$ cat src/rtl/core/toeq_pkg.sv
// Package for the timestamp ordered event queue: sizes, command and status
// codes, entry and control types shared by the cells and the top level.
// No dependencies.
package toeq_pkg;

    localparam int QUEUE_DEPTH = 16;
    localparam int TIME_BITS   = 24;
    localparam int PID_BITS    = 8;
    localparam int STATE_BITS  = 2;
    localparam int CNT_BITS    = $clog2(QUEUE_DEPTH + 1);
    localparam int NEXT_BITS   = TIME_BITS + 1;

    // Command codes carried on the input channel.
    typedef enum logic [1:0] {
        CMD_INSERT = 2'd0,
        CMD_POP    = 2'd1,
        CMD_FIND   = 2'd2,
        CMD_REMOVE = 2'd3
    } t_cmd;

    // Status codes carried on the result channel.
    typedef enum logic [1:0] {
        STS_OK   = 2'd0,
        STS_MISS = 2'd1,
        STS_FULL = 2'd2
    } t_status;

    // Sequencer states.
    typedef enum logic {
        FSM_IDLE = 1'b0,
        FSM_EXEC = 1'b1
    } t_fsm;

    // One queued event.
    typedef struct packed {
        logic [TIME_BITS-1:0]  time_stamp;
        logic [PID_BITS-1:0]   pid;
        logic [STATE_BITS-1:0] from_state;
        logic [STATE_BITS-1:0] to_state;
    } t_entry;

    // Control broadcast from the sequencer to every cell.
    typedef struct packed {
        logic   ins_en;
        logic   del_en;
        logic   pop;
        t_entry key;
    } t_cell_ctrl;

endpackage

$ cat src/rtl/core/toeq_cell.sv
// One slot of the sorted event chain: holds an entry, compares it against the
// broadcast key and shifts toward either neighbor. Depends on toeq_pkg.
module toeq_cell
    import toeq_pkg::*;
(
    input  logic       i_clk,
    input  t_cell_ctrl i_ctrl,
    input  logic       i_live,
    input  logic       i_left_le,
    input  t_entry     i_left,
    input  t_entry     i_right,
    input  logic       i_hit,
    input  t_entry     i_sel,
    output logic       o_le,
    output logic       o_hit,
    output t_entry     o_sel,
    output t_entry     o_data,
    output t_entry     o_next
);

    t_entry r_data;
    t_entry n_data;
    logic   match;

    // Compare the stored entry against the key.
    assign o_le  = i_live && (r_data.time_stamp <= i_ctrl.key.time_stamp);
    assign match = i_live && (i_ctrl.pop || (r_data.pid == i_ctrl.key.pid));

    // First-match chain: the first matching cell passes its entry down the row.
    assign o_hit = i_hit || match;
    assign o_sel = i_hit ? i_sel : (match ? r_data : '0);

    // Insert shifts right past the key position; delete closes the gap from the right.
    always_comb begin
        n_data = r_data;
        if (i_ctrl.ins_en && !o_le) begin
            n_data = i_left_le ? i_ctrl.key : i_left;
        end else if (i_ctrl.del_en && (i_hit || match)) begin
            n_data = i_right;
        end
    end

    always_ff @(posedge i_clk) begin
        r_data <= n_data;
    end

    assign o_data = r_data;
    assign o_next = n_data;

endmodule

$ cat config.mk
export PLATFORM = sky130hd
export DESIGN_NAME = toeq_cell
export DESIGN_NICKNAME = d
export VERILOG_FILES = /design/src/rtl/core/toeq_pkg.sv /design/src/rtl/core/toeq_cell.sv
export SDC_FILE = /design/constraint.sdc
export NUM_CORES = 1
export LEC_CHECK = 0
export ABC_AREA = 0
export BUFFER_PORTS_ARGS = -buffer_cell sky130_fd_sc_hd__buf_2
export CORE_AREA = 2 2 100 102
export DETAILED_ROUTE_END_ITERATION = 16
export DIE_AREA = 0 0 102 104
export PLACE_DENSITY_LB_ADDON = 0.05
export SYNTH_ARGS = -nofsm -noshare
export SYNTH_HDL_FRONTEND = slang
export SYNTH_SLANG_ARGS = --single-unit
$ cat constraint.sdc
create_clock -name i_clk -period 3 [get_ports i_clk]
set_input_delay 0.3 -clock i_clk [delete_from_list [all_inputs] [get_ports i_clk]]
set_output_delay 0.3 -clock i_clk [all_outputs]
set_load 0.1 [all_outputs]
==> results.md <==
* Status: complete, no violations
* Post-Synth Simple-Gate Area at 0.0437
* Layout area overhead at 117%
* FF/Latch Area at approximately 800 sq um
* Complex-gate fraction of the synthesized area at 0.164
* Placed cell count at just under 700
* Netlist cell types at 33
* Primary FF master, synth: dfxtp_1
* Fin crit period at slightly below 3000 ps
* CORE AREA at 9550 sq um
* Min-delay src: i_right[30]
* Max-slew violations at 0
* Int Pwr at roughly 2.2 mW
* WHS Endpoint: o_data[30]
* Synthesized area at between 3000 and 4000 sq um
* Routed len/inst at 17.4 um
* Number of antenna violations at the first check in global routing at 0
* Drt first pass iters at 4
* Adder-cell share of the synthesized area at 0.0981
* Final Hold Vio Count at 0
* Port buffer count at 260
* Via count at between 3000 and 4000
* Yosys reg bits at 36
* Slew of the pin with the lowest slew margin at roughly 520 ps
* Syn avg cell area at between 10 and 15 sq um
* Leak at 3.17 nW
* Max Cap Violations at 0
* Routed WL at about 12 mm
* Final Util at 0.695
* Htree depth at 2
* Final nets at 751
* Worst hold stages at 3
* Number of synthesized flops with an enable pin at 0
* Largest net degree at the start of global routing at 37
* Routability cong. at ~0.8
* DP HPWL at ~10 mm
* CTS clk-pin slew, worst paths at around 80 ps
* CP Max Fanout at 7
* Mapped Nets at about 480
* Worst-case clock skew at 15.3 ps
* Non-Filler Instances at 710
* Synth top cells by count: mux2i_1, a22o_1, dfxtp_1
* Slew headroom at 0.658
* RSZ-0062 raised after global routing: true
* Dominant cell type by area after synthesis: mux2i_1
* N_diodes at 0
* Reg power frac at 0.146
* Worst min path class: primary input to register
* Element type at the critical path end: output port
* Pwr/cell area at around 800 nW/um^2
* Synth area leaders: mux2i_1, dfxtp_1, a22o_1
* Max stage delay on crit path at roughly 360 ps
* Reg-to-reg endpoint: o_data[34]
* VDD IR max at around 480 uV
* Multiplexer share of the synthesized area at 0.353
* Multi-input gate area at approximately 2800 sq um
* Largest family of logic cells by synthesized area: multiplexers
* CTS tree: yes
* CP Data Required Time at about 2700 ps
* Combinational power share at 0.775
* Residual DRC at 0
* # fillers at 775
* Mapped Cells at 306
* Max Clk Rate at about 340 MHz
* FF-to-FF setup slack at around 610 ps
* Post-synthesis sequential area ratio at 0.235
* Drt initial violations at 60
* Worst R2R Path Depth at 11
* Final Setup Violations at 0
* XOR/XNOR Fraction of Synth Area at 0.0229
* Count leader, synth: mux2i_1
* First-pass GRT wire length at roughly 19 mm
* Overflow after GRT at 0
* Die outline width at 102 um
* Share of the synthesized area in the top cell type at 0.353
* Net load switching power at between 3 and 4 mW
* GRT Util Overall at 0.228
* Layout cells sized above 1 at 0.711
* Ys async rst share at 0
* CP max stage cell: dfxtp_4
* Clock buffer depth at 2
* Drt via density at just under 5
* Clock share of power at 0.079
* Final worst-path cycle share at 0.976
* R2r startpoint: o_data[34]
* Worst Path Arrival at approximately 2600 ps
* Clk_lat worst skew at about 300 ps
* Die H at approximately 100 um
* Die Footprint at about 11000 sq um
* Initial core utilization at 0.320
* # IOs at 261
* Max reg flops at 36
* Num rows at 36
* CP cell instances: ha_4, a21oi_4, nor2_2, a2111oi_4, a21oi_2, o31ai_4, buf_6, buf_16, mux2i_4, buf_12
* Crit path kind: register to output port
* Startpoint Class: register
* Post-route ant nets at 0
* YS warnings at 0
* Num CTS Buffers at 5
* Vias in the first global route at about 3600
* Switching share of total power at 0.588
* Root Driver: clkbuf_8
* # clock sinks at 36
## critical path, delay by kind of cell (launching register included)
kind	cells	cell delay, ps
adder cells (fa/ha/maj)	1	250
buffers and inverters	3	560
AND/OR/NAND/NOR	1	60
AO/OA/AOI/OAI	4	830
multiplexers	1	280
flip-flops	1	360
## power by group through the flow
stage	Sequential, mW	Combinational (mW)	Clock (mW)
floorplan	1.61	2.03	0
global placement	0.773	3.93	0
detailed placement	0.780	3.96	0
CTS	0.768	4.01	0.436
global route	0.796	4.23	0.449
finish	0.773	4.10	0.418
## final cells by class
class | count | area share
clock buffers | 7 | 0.0147
clock inverters | 1 | 0.000754
inverters | 25 | 0.0141
multi-input cells | 226 | 0.425
flip-flops and latches | 36 | 0.120
well taps | 133 | 0.0251
repair buffers | 282 | 0.400
## layout by cell type (no fill, tap or decap), types with 2 or more instances in the layout
| master | instances |
|---|---|
| a21oi_1 | 3 |
| a21oi_2 | 5 |
| a21oi_4 | 2 |
| a22o_1 | 7 |
| a22o_2 | 29 |
| buf_12 | 75 |
| buf_16 | 3 |
| buf_2 | 188 |
| buf_4 | 14 |
| buf_6 | 2 |
| clkbuf_8 | 5 |
| dfxtp_1 | 12 |
| dfxtp_2 | 5 |
| dfxtp_4 | 19 |
| ha_1 | 11 |
| ha_4 | 13 |
| inv_1 | 25 |
| mux2i_1 | 72 |
| mux2i_4 | 36 |
| nand2_1 | 5 |
| nand4_1 | 7 |
| nor2_1 | 6 |
| nor2b_1 | 2 |
| nor3_2 | 2 |
| o211ai_1 | 2 |
| o21ai_1 | 2 |
| o21ai_2 | 2 |
| xnor2_1 | 8 |
## metal layers
metal / routed length [um] / GRT usage / part of all wire / vias to the layer above
li1: - / - / - / 1690
met1: 4590 / 0.256 / 0.37 / 1638
met2: 6640 / 0.419 / 0.54 / 145
met3: 963 / 0.0645 / 0.078 / 11
met4: 179 / 0.0476 / 0.014 / 0
met5: 0 / 0 / 0 / -
## what timing repair did
item | in CTS | in global routing
hold endpoints to repair | 0 | 0
setup buffers | 3 | 8
hold buffers | 0 | 0
resized for setup | 8 | 21
pin swaps | 2 | 12
setup endpoints to repair | 36 | 36
cloned | 2 | 0
## cell families (layout without fill, tap and decap cells)
family,count (synthesis),count (layout)
adder cells (fa/ha/maj),24,24
flip-flops,36,36
multiplexers,108,108
AO/OA/AOI/OAI,60,60
buffers and inverters,44,315
XOR/XNOR,8,8
AND/OR/NAND/NOR,26,26
## stage by stage
| stage | cell area [sq um] | worst slack (ps) | hold WS (ps) | TNS [ps] | power, mW |
|---|---|---|---|---|---|
| floorplan | 3680 | -115 | 729 | -2770 | 3.64 |
| global placement | 6210 | 77.3 | 664 | 0 | 4.70 |
| detailed placement | 6210 | 35.2 | 682 | 0 | 4.74 |
| CTS | 6420 | -9.00 | 385 | -23.1 | 5.22 |
| global route | 6640 | -79.9 | 404 | -1690 | 5.48 |
| finish | 6640 | 71.3 | 396 | 0 | 5.29 |
## worst max-delay path by stage
stage	from	endpoint	slack (ps)	cells past startpoint
2_1_floorplan	o_data[6]	o_sel[6]	-110	7
3_3_place_gp	i_ctrl[29]	o_next[7]	80	11
5_1_grt	o_data[28]	o_next[14]	-80	10
6_report	o_data[17]	o_next[14]	70	10
4_1_cts	o_data[29]	o_next[25]	-9	10
3_5_place_dp	i_ctrl[29]	o_next[5]	40	11
Power figures use the tool's default switching activity.
